**src/sv/mbrtu_pkg.sv**
```systemverilog
// Shared types, codes and the CRC-16 step for the Modbus RTU request framer.
// No dependencies; used by the front end, queue, back end and top level.
package mbrtu_pkg;

	// request kinds on the input channel
	localparam logic [1:0] KIND_READ_INPUT   = 2'd0;
	localparam logic [1:0] KIND_READ_HOLDING = 2'd1;
	localparam logic [1:0] KIND_WRITE_HOLD   = 2'd2;

	// Modbus function codes
	localparam logic [7:0] FUNC_READ_INPUT   = 8'h04;
	localparam logic [7:0] FUNC_READ_HOLDING = 8'h03;
	localparam logic [7:0] FUNC_WRITE_MULTI  = 8'h10;

	// fixed frame contents
	localparam logic [7:0] REG_COUNT_HI  = 8'h00;
	localparam logic [7:0] REG_COUNT_LO  = 8'h02;
	localparam logic [7:0] WR_BYTE_COUNT = 8'h04;
	localparam logic [7:0] NODE_ID_RESET = 8'h01;

	localparam logic [15:0] CRC_INIT = 16'hFFFF;
	localparam logic [15:0] CRC_POLY = 16'hA001;

	// byte positions inside a frame
	localparam int FRAME_IDX_W = 4;
	localparam logic [FRAME_IDX_W-1:0] POS_NODE     = 4'd0;
	localparam logic [FRAME_IDX_W-1:0] POS_FUNC     = 4'd1;
	localparam logic [FRAME_IDX_W-1:0] POS_ADDR_HI  = 4'd2;
	localparam logic [FRAME_IDX_W-1:0] POS_ADDR_LO  = 4'd3;
	localparam logic [FRAME_IDX_W-1:0] POS_CNT_HI   = 4'd4;
	localparam logic [FRAME_IDX_W-1:0] POS_CNT_LO   = 4'd5;
	localparam logic [FRAME_IDX_W-1:0] POS_BYTE_CNT = 4'd6;
	localparam logic [FRAME_IDX_W-1:0] POS_VAL_3    = 4'd7;
	localparam logic [FRAME_IDX_W-1:0] POS_VAL_2    = 4'd8;
	localparam logic [FRAME_IDX_W-1:0] POS_VAL_1    = 4'd9;
	localparam logic [FRAME_IDX_W-1:0] POS_VAL_0    = 4'd10;

	// bytes covered by the CRC
	localparam logic [FRAME_IDX_W-1:0] READ_DATA_LEN  = 4'd6;
	localparam logic [FRAME_IDX_W-1:0] WRITE_DATA_LEN = 4'd11;

	localparam int QUEUE_DEPTH = 2;

	typedef struct packed {
		logic [7:0]  node;
		logic [7:0]  func;
		logic        is_write;
		logic [15:0] addr;
		logic [31:0] value;
	} req_t;

	// one byte through the reflected CRC-16
	function automatic logic [15:0] crc16_update(input logic [15:0] crc_in,
		input logic [7:0] data);
		logic [15:0] c;
		c = crc_in ^ {8'h00, data};
		for (int k = 0; k < 8; k++) begin
			if (c[0]) begin
				c = (c >> 1) ^ CRC_POLY;
			end else begin
				c = c >> 1;
			end
		end
		return c;
	endfunction

endpackage

```
**src/sv/mbrtu_front.sv**
```systemverilog
// Front end: node id register, request decode and drop of the unused kind.
// Depends on mbrtu_pkg.
module mbrtu_front (
	input  logic                 clk,
	input  logic                 arst_n,
	input  logic                 cfg_valid,
	output logic                 cfg_ready,
	input  logic [7:0]           node_id,
	input  logic                 in_valid,
	output logic                 in_ready,
	input  logic [1:0]           kind,
	input  logic [15:0]          reg_address,
	input  logic [31:0]          write_value,
	input  logic                 q_full,
	output logic                 q_push,
	output mbrtu_pkg::req_t      q_data
);

	logic [7:0] node_id_q;
	logic       kind_ok;
	logic [7:0] func;

	always_ff @(posedge clk or negedge arst_n) begin
		if (!arst_n) begin
			node_id_q <= mbrtu_pkg::NODE_ID_RESET;
		end else if (cfg_valid && cfg_ready) begin
			node_id_q <= node_id;
		end
	end

	assign cfg_ready = 1'b1;

	always_comb begin
		kind_ok = 1'b1;
		case (kind)
			mbrtu_pkg::KIND_READ_INPUT:   func = mbrtu_pkg::FUNC_READ_INPUT;
			mbrtu_pkg::KIND_READ_HOLDING: func = mbrtu_pkg::FUNC_READ_HOLDING;
			mbrtu_pkg::KIND_WRITE_HOLD:   func = mbrtu_pkg::FUNC_WRITE_MULTI;
			default: begin
				// meaningless kind: take it and drop it
				func    = mbrtu_pkg::FUNC_READ_INPUT;
				kind_ok = 1'b0;
			end
		endcase
	end

	assign in_ready = !q_full;
	assign q_push   = in_valid && in_ready && kind_ok;

	always_comb begin
		q_data.node     = node_id_q;
		q_data.func     = func;
		q_data.is_write = (kind == mbrtu_pkg::KIND_WRITE_HOLD);
		q_data.addr     = reg_address;
		q_data.value    = write_value;
	end

endmodule

```
**src/sv/mbrtu_queue.sv**
```systemverilog
// Short request queue between the decoder and the byte serializer.
// Depends on mbrtu_pkg.
module mbrtu_queue #(
	parameter int DEPTH = mbrtu_pkg::QUEUE_DEPTH
) (
	input  logic                 clk,
	input  logic                 arst_n,
	input  logic                 push,
	input  mbrtu_pkg::req_t      push_data,
	output logic                 full,
	input  logic                 pop,
	output logic                 head_valid,
	output mbrtu_pkg::req_t      head
);

	localparam int AW = (DEPTH > 1) ? $clog2(DEPTH) : 1;
	localparam int CW = $clog2(DEPTH + 1);
	localparam logic [AW-1:0] LAST_SLOT = AW'(DEPTH - 1);
	localparam logic [CW-1:0] FULL_CNT  = CW'(DEPTH);

	mbrtu_pkg::req_t mem_q [DEPTH];
	logic [AW-1:0]   wr_ptr_q;
	logic [AW-1:0]   rd_ptr_q;
	logic [CW-1:0]   cnt_q;
	logic            do_push;
	logic            do_pop;

	assign full       = (cnt_q == FULL_CNT);
	assign head_valid = (cnt_q != '0);
	assign head       = mem_q[rd_ptr_q];
	assign do_push    = push && !full;
	assign do_pop     = pop && head_valid;

	always_ff @(posedge clk) begin
		if (do_push) begin
			mem_q[wr_ptr_q] <= push_data;
		end
	end

	always_ff @(posedge clk or negedge arst_n) begin
		if (!arst_n) begin
			wr_ptr_q <= '0;
			rd_ptr_q <= '0;
			cnt_q    <= '0;
		end else begin
			if (do_push) begin
				wr_ptr_q <= (wr_ptr_q == LAST_SLOT) ? '0 : wr_ptr_q + 1'b1;
			end
			if (do_pop) begin
				rd_ptr_q <= (rd_ptr_q == LAST_SLOT) ? '0 : rd_ptr_q + 1'b1;
			end
			case ({do_push, do_pop})
				2'b10:   cnt_q <= cnt_q + 1'b1;
				2'b01:   cnt_q <= cnt_q - 1'b1;
				default: cnt_q <= cnt_q;
			endcase
		end
	end

endmodule

```
**src/sv/mbrtu_back.sv**
```systemverilog
// Back end: walks the queue head's frame one byte per cycle unless the output stalls,
// folds each data byte into the running CRC and appends it. Depends on mbrtu_pkg.
module mbrtu_back (
	input  logic                 clk,
	input  logic                 arst_n,
	input  logic                 head_valid,
	input  mbrtu_pkg::req_t      head,
	output logic                 pop,
	output logic                 out_valid,
	input  logic                 out_ready,
	output logic [7:0]           frame_byte,
	output logic                 last_byte
);

	localparam int IW = mbrtu_pkg::FRAME_IDX_W;

	logic [IW-1:0] idx_q;
	logic [15:0]   crc_q;
	logic          out_valid_q;
	logic [7:0]    byte_q;
	logic          last_q;

	logic [IW-1:0] data_len;
	logic [7:0]    cur_byte;
	logic          cur_last;
	logic          in_data;
	logic [15:0]   crc_next;
	logic          adv;

	assign adv = head_valid && (!out_valid_q || out_ready);

	always_comb begin
		data_len = head.is_write ? mbrtu_pkg::WRITE_DATA_LEN : mbrtu_pkg::READ_DATA_LEN;
		cur_last = 1'b0;
		case (idx_q)
			mbrtu_pkg::POS_NODE:     cur_byte = head.node;
			mbrtu_pkg::POS_FUNC:     cur_byte = head.func;
			mbrtu_pkg::POS_ADDR_HI:  cur_byte = head.addr[15:8];
			mbrtu_pkg::POS_ADDR_LO:  cur_byte = head.addr[7:0];
			mbrtu_pkg::POS_CNT_HI:   cur_byte = mbrtu_pkg::REG_COUNT_HI;
			mbrtu_pkg::POS_CNT_LO:   cur_byte = mbrtu_pkg::REG_COUNT_LO;
			mbrtu_pkg::POS_BYTE_CNT: cur_byte = mbrtu_pkg::WR_BYTE_COUNT;
			mbrtu_pkg::POS_VAL_3:    cur_byte = head.value[31:24];
			mbrtu_pkg::POS_VAL_2:    cur_byte = head.value[23:16];
			mbrtu_pkg::POS_VAL_1:    cur_byte = head.value[15:8];
			mbrtu_pkg::POS_VAL_0:    cur_byte = head.value[7:0];
			default:                 cur_byte = 8'h00;
		endcase
		// the two trailing bytes carry the CRC, low byte first
		if (idx_q == data_len) begin
			cur_byte = crc_q[7:0];
		end
		if (idx_q == IW'(data_len + 1'b1)) begin
			cur_byte = crc_q[15:8];
			cur_last = 1'b1;
		end
		in_data  = (idx_q < data_len);
		crc_next = mbrtu_pkg::crc16_update(
			(idx_q == mbrtu_pkg::POS_NODE) ? mbrtu_pkg::CRC_INIT : crc_q, cur_byte);
	end

	assign pop = adv && cur_last;

	always_ff @(posedge clk or negedge arst_n) begin
		if (!arst_n) begin
			idx_q       <= '0;
			crc_q       <= mbrtu_pkg::CRC_INIT;
			out_valid_q <= 1'b0;
		end else begin
			if (adv) begin
				out_valid_q <= 1'b1;
				idx_q       <= cur_last ? '0 : idx_q + 1'b1;
				if (in_data) begin
					crc_q <= crc_next;
				end
			end else if (out_ready) begin
				out_valid_q <= 1'b0;
			end
		end
	end

	always_ff @(posedge clk) begin
		if (adv) begin
			byte_q <= cur_byte;
			last_q <= cur_last;
		end
	end

	assign out_valid  = out_valid_q;
	assign frame_byte = byte_q;
	assign last_byte  = last_q;

endmodule

```
**src/sv/modbus_rtu_request_framer.sv**
```systemverilog
// Modbus RTU request framer: decoder, request queue and byte serializer with CRC-16.
// Throughput: one byte per cycle while out_ready is high; 8 bytes per read frame and 13
// per write frame; frames follow back to back while the queue holds requests.
// Reset (arst_n low) empties the queue and output stage and sets node_id to 1.
// Depends on mbrtu_pkg, mbrtu_front, mbrtu_queue and mbrtu_back.
module modbus_rtu_request_framer #(
	parameter int QUEUE_DEPTH = mbrtu_pkg::QUEUE_DEPTH
) (
	input  logic        clk,
	input  logic        arst_n,
	input  logic        cfg_valid,
	output logic        cfg_ready,
	input  logic [7:0]  node_id,
	input  logic        in_valid,
	output logic        in_ready,
	input  logic [1:0]  kind,
	input  logic [15:0] reg_address,
	input  logic [31:0] write_value,
	output logic        out_valid,
	input  logic        out_ready,
	output logic [7:0]  frame_byte,
	output logic        last_byte
);

	mbrtu_pkg::req_t push_data;
	mbrtu_pkg::req_t head;
	logic            push;
	logic            full;
	logic            pop;
	logic            head_valid;

	mbrtu_front u_front (
		.clk         (clk),
		.arst_n      (arst_n),
		.cfg_valid   (cfg_valid),
		.cfg_ready   (cfg_ready),
		.node_id     (node_id),
		.in_valid    (in_valid),
		.in_ready    (in_ready),
		.kind        (kind),
		.reg_address (reg_address),
		.write_value (write_value),
		.q_full      (full),
		.q_push      (push),
		.q_data      (push_data)
	);

	mbrtu_queue #(
		.DEPTH (QUEUE_DEPTH)
	) u_queue (
		.clk        (clk),
		.arst_n     (arst_n),
		.push       (push),
		.push_data  (push_data),
		.full       (full),
		.pop        (pop),
		.head_valid (head_valid),
		.head       (head)
	);

	mbrtu_back u_back (
		.clk        (clk),
		.arst_n     (arst_n),
		.head_valid (head_valid),
		.head       (head),
		.pop        (pop),
		.out_valid  (out_valid),
		.out_ready  (out_ready),
		.frame_byte (frame_byte),
		.last_byte  (last_byte)
	);

endmodule

```
**config.mk**
```make
export PLATFORM = sky130hd
export DESIGN_NAME = modbus_rtu_request_framer
export DESIGN_NICKNAME = d
export VERILOG_FILES = /design/src/sv/mbrtu_pkg.sv /design/src/sv/mbrtu_front.sv /design/src/sv/mbrtu_queue.sv /design/src/sv/mbrtu_back.sv /design/src/sv/modbus_rtu_request_framer.sv
export SDC_FILE = /design/constraint.sdc
export NUM_CORES = 1
export LEC_CHECK = 0
export BUFFER_PORTS_ARGS = -buffer_cell sky130_fd_sc_hd__buf_2
export CAP_MARGIN = 20
export CORE_UTILIZATION = 39
export CTS_BUF_LIST = sky130_fd_sc_hd__clkbuf_16
export DETAILED_ROUTE_END_ITERATION = 8
export GPL_TIMING_DRIVEN = 0
export HOLD_SLACK_MARGIN = 0.06
export PLACE_DENSITY_LB_ADDON = 0.1
export SYNTH_ARGS = -nofsm -noshare
export SYNTH_HDL_FRONTEND = slang
export SYNTH_SLANG_ARGS = --single-unit
```
**constraint.sdc**
```tcl
create_clock -name clk -period 11.3 [get_ports clk]
set_input_delay 1.13 -clock clk [delete_from_list [all_inputs] [get_ports clk]]
set_output_delay 1.13 -clock clk [all_outputs]
set_load 0.02 [all_outputs]
```
==> flow_summary.toml <==
[synthesis]
synth_top_area_frac = 0.533
async_reset_ff_frac = 0.206
synth_warnings = 0
ys_ff_latch = 160
synth_edf_count = 127
synth.net_count = 579
postSynthAreaPerCell_um2 = 14.2
synth_area_leaders = "edfxtp_1 53%, mux2i_1 6.4%, dfstp_2 6.2%, dfrtp_1 5.6%, xnor2_1 2.3%"
netlist_instances = 505
synth_area_um2 = 7160
synth_ff_type = "edfxtp_1"
ys_types = 66
synth_top_area_cell = "edfxtp_1"
seq_area_frac_synth = 0.651

[clocking]
cts.clk_slew.worst_paths_ns = 0.06
hold_buffers = 0
cts_resized = 0
cts.sinks = 160
htree_levels = 4
clock_path_buffers = 2
clk_latency_ns = 0.43
cts_buffers = 17
cts_setup_buffers = 0
cts_tree = "done"
cts-root-buf = "clkbuf_16"

[detailed_routing]
top_layer = "met4"
wl_per_cell_um = 18.9
drc = 0
drt-initial-drc-count = 248
firstDrtPassIters = 7
viasPerCell = 5.16
met3_length_um = 612
wl_met1_um = 7120
wl_met2_um = 8020
ant_nets = 0
drt_wl_total_um = 15900
vias = 4344

[layout]
final_core_util = 0.472
drive_above_1_share = 0.281
diodes = 0
area_delta_synth_final_pct = 18.5
nets = 674

[floorplan]
initial_core_util = 0.399
core_um2 = 18000
ios = 75
die_h_um = 137
row_count = 49
die_w_um = 137
dieArea_um2 = 18900

[global_route]
track_usage = 0.181
grt_first_pass_wirelength_um = 24100
overflow = 0
grt_start_max_net_pins = 34
grt_pass1_vias = 4280
antenna_found_initial = 0

[job]
drv_cap = 0

[timing]
skew_ns = 0.0154
setup_tns_ns = 0
min_period_over_period = 0.368
setup_viol = 0
fmax_mhz = 240
slew_headroom = 0.379
finalHoldViolCount = 0
period_needed_ns = 4.16
finalMaxSlewViolations = 0
rsz0062_at_grt = "false"
tightest_slew_ns = 0.931

[pwr]
power.density_nw_per_um2 = 320
ir_worst_vdd_mv = 0.211
p_total_mw = 2.71
p_leak_nw = 3.34

[critical_path]
critical-path-top-delay-family = "simple AND/OR/NAND/NOR gates"
reg2reg_from = "u_back.idx_q[1]$_DFFE_PN0P_"
r2r_end = "u_back.crc_q[0]$_DFFE_PN1P_"
worstPathArrival_ns = 4.51
worstSetupPathType = "reg -> reg"
reg2reg_depth = 13
cp_slowest_cell = "nor3_1"
cp-end-kind = "flip-flop"
r2r_slack_ns = 7.14
worst-path-buf-inv = 3
worstPathCellList = "inv_1 > ha_1 > clkbuf_1 > nand3b_1 > o22ai_1 > nor3_1 > a2111oi_0 > or3b_1 > buf_2 > xor2_1 > xnor3_2 > xnor3_1 > o21ai_1"
worstPathMaxFanout = 9
cpPeakStageDelay_ns = 0.53
required_ns = 11.65
cp-start-kind = "flip-flop"

[placed_design]
dp_hpwl_um = 10900
portBuffers = 72
routabilityCongestion = 0.816

[min_path]
min_from = "u_front.node_id_q[7]$_DFFE_PN0P_"
holdPathEnd = "u_queue.mem_q[0][61]$_DFFE_PP_"
hp-class = "reg -> reg"
min_path_cells = 0

[outcome]
status = "complete, no violations"
-- cells by family after synthesis --
| group | count (synthesis) | synth area share |
|---|---|---|
| xor+xnor | 29 | 0.0405 |
| mux | 63 | 0.0951 |
| other cells | 1 | 0.000524 |
| simple gates | 118 | 0.0848 |
| compound gates | 83 | 0.0795 |
| fa+ha+maj | 11 | 0.0192 |
| flops | 160 | 0.651 |
| buf+inv | 40 | 0.0294 |
-- final cells by class --
cell class                 instances  area [um^2]
sequential                       160         4660
tap                              229          287
inverter                          13         51.3
buffer                            27          159
clock inverter                    15          160
clock buffer                      17          425
timing repair buffer              76          440
fill                            1595         9480
multi-input combinational        305         2300
-- worst max path at each step --
stage	from	end	slack, ns	cells after the start
2_1_floorplan	kind[0]	u_queue.mem_q[0][0]$_DFFE_PP_	6.80	3
3_3_place_gp	kind[0]	u_queue.mem_q[0][7]$_DFFE_PP_	5.11	4
3_5_place_dp	u_back.idx_q[1]$_DFFE_PN0P_	u_back.crc_q[0]$_DFFE_PN1P_	7.12	13
4_1_cts	u_back.idx_q[1]$_DFFE_PN0P_	u_back.crc_q[0]$_DFFE_PN1P_	7.09	13
5_1_grt	u_back.idx_q[1]$_DFFE_PN0P_	u_back.crc_q[0]$_DFFE_PN1P_	6.86	13
6_report	u_back.idx_q[1]$_DFFE_PN0P_	u_back.crc_q[0]$_DFFE_PN1P_	7.14	13
-- power by group --
group,total [mW],internal (mW),switching [mW]
clock,0.575,0.328,0.246
combinational,1.24,0.565,0.675
sequential,0.900,0.828,0.0720
-- Yosys cell counts, types with 3 or more instances --
library cell and n:
nor2_1 35, mux2_2 13, clkbuf_1 12, ha_1 11, o211ai_1 5, nand2b_1 3
o21ai_0 24, buf_6 6, buf_2 6, nor3_1 6, nand3_1 9, a21oi_1 7
or3b_1 4, xnor2_1 19, o21ai_1 3, o22ai_1 20, edfxtp_1 127, nand3b_1 4
dfrtp_1 16, dfstp_2 17, inv_1 10, nand2_1 39, xor2_1 7, o211ai_2 3
mux2i_1 46
-- per-stage QoR --
| stage | instance area (um^2) | hold slack, ns | setup WS (ns) | instances |
|---|---|---|---|---|
| after detailed placement | 7900 | 0.457 | 7.12 | 810 |
| after global routing | 8490 | 0.497 | 6.86 | 842 |
| after CTS | 8490 | 0.476 | 7.09 | 842 |
| after floorplan | 7160 | 0.438 | 6.80 | 505 |
| final | 8490 | 0.471 | 7.14 | 842 |
| after global placement | 7810 | 0.450 | 5.11 | 806 |
-- routing by layer --
metal / up-vias / global-route usage
li1: 2082 / -
met1: 2143 / 0.234
met2: 104 / 0.297
met3: 15 / 0.0449
met4: 0 / 0.0537
met5: - / 0
-- flip-flops by register name, summed over array words and instances (netlist names) --
name	cells
u_queue.rd_ptr_q	1
u_front.node_id_q	8
u_queue.mem_q	118
u_queue.wr_ptr_q	1
u_back.out_valid	1
u_queue.cnt_q	2
u_back.frame_byte	8
u_back.idx_q	4
u_back.crc_q	16
u_back.last_byte	1
-- cell usage in the layout (no fill, tap or decap), drive strengths merged, types with 3 or more instances in the layout --
master / n
nor2: 35
o21ai: 27
dfrtp: 16
o22ai: 22
mux2i: 48
or3b: 4
clkinv: 4
nand3b: 5
a21oi: 7
nand2: 39
mux2: 14
dfstp: 17
nand2b: 3
nand3: 9
xnor2: 20
clkbuf: 30
inv: 20
buf: 90
o211ai: 8
xor2: 7
nor3: 6
edfxtp: 127
ha: 11
-- worst reg2reg max path, delay by kind of cell, from the launching register on --
family	cells	cell delay, ns
xor gates and xnor gates	3	0.98
adders and majority gates	1	0.19
buffers and inverters	3	0.47
AOI/OAI and AO/OA	3	0.55
and+or+nand+nor	3	1.41
DFF	1	0.50
Power figures use the tool's default switching activity.
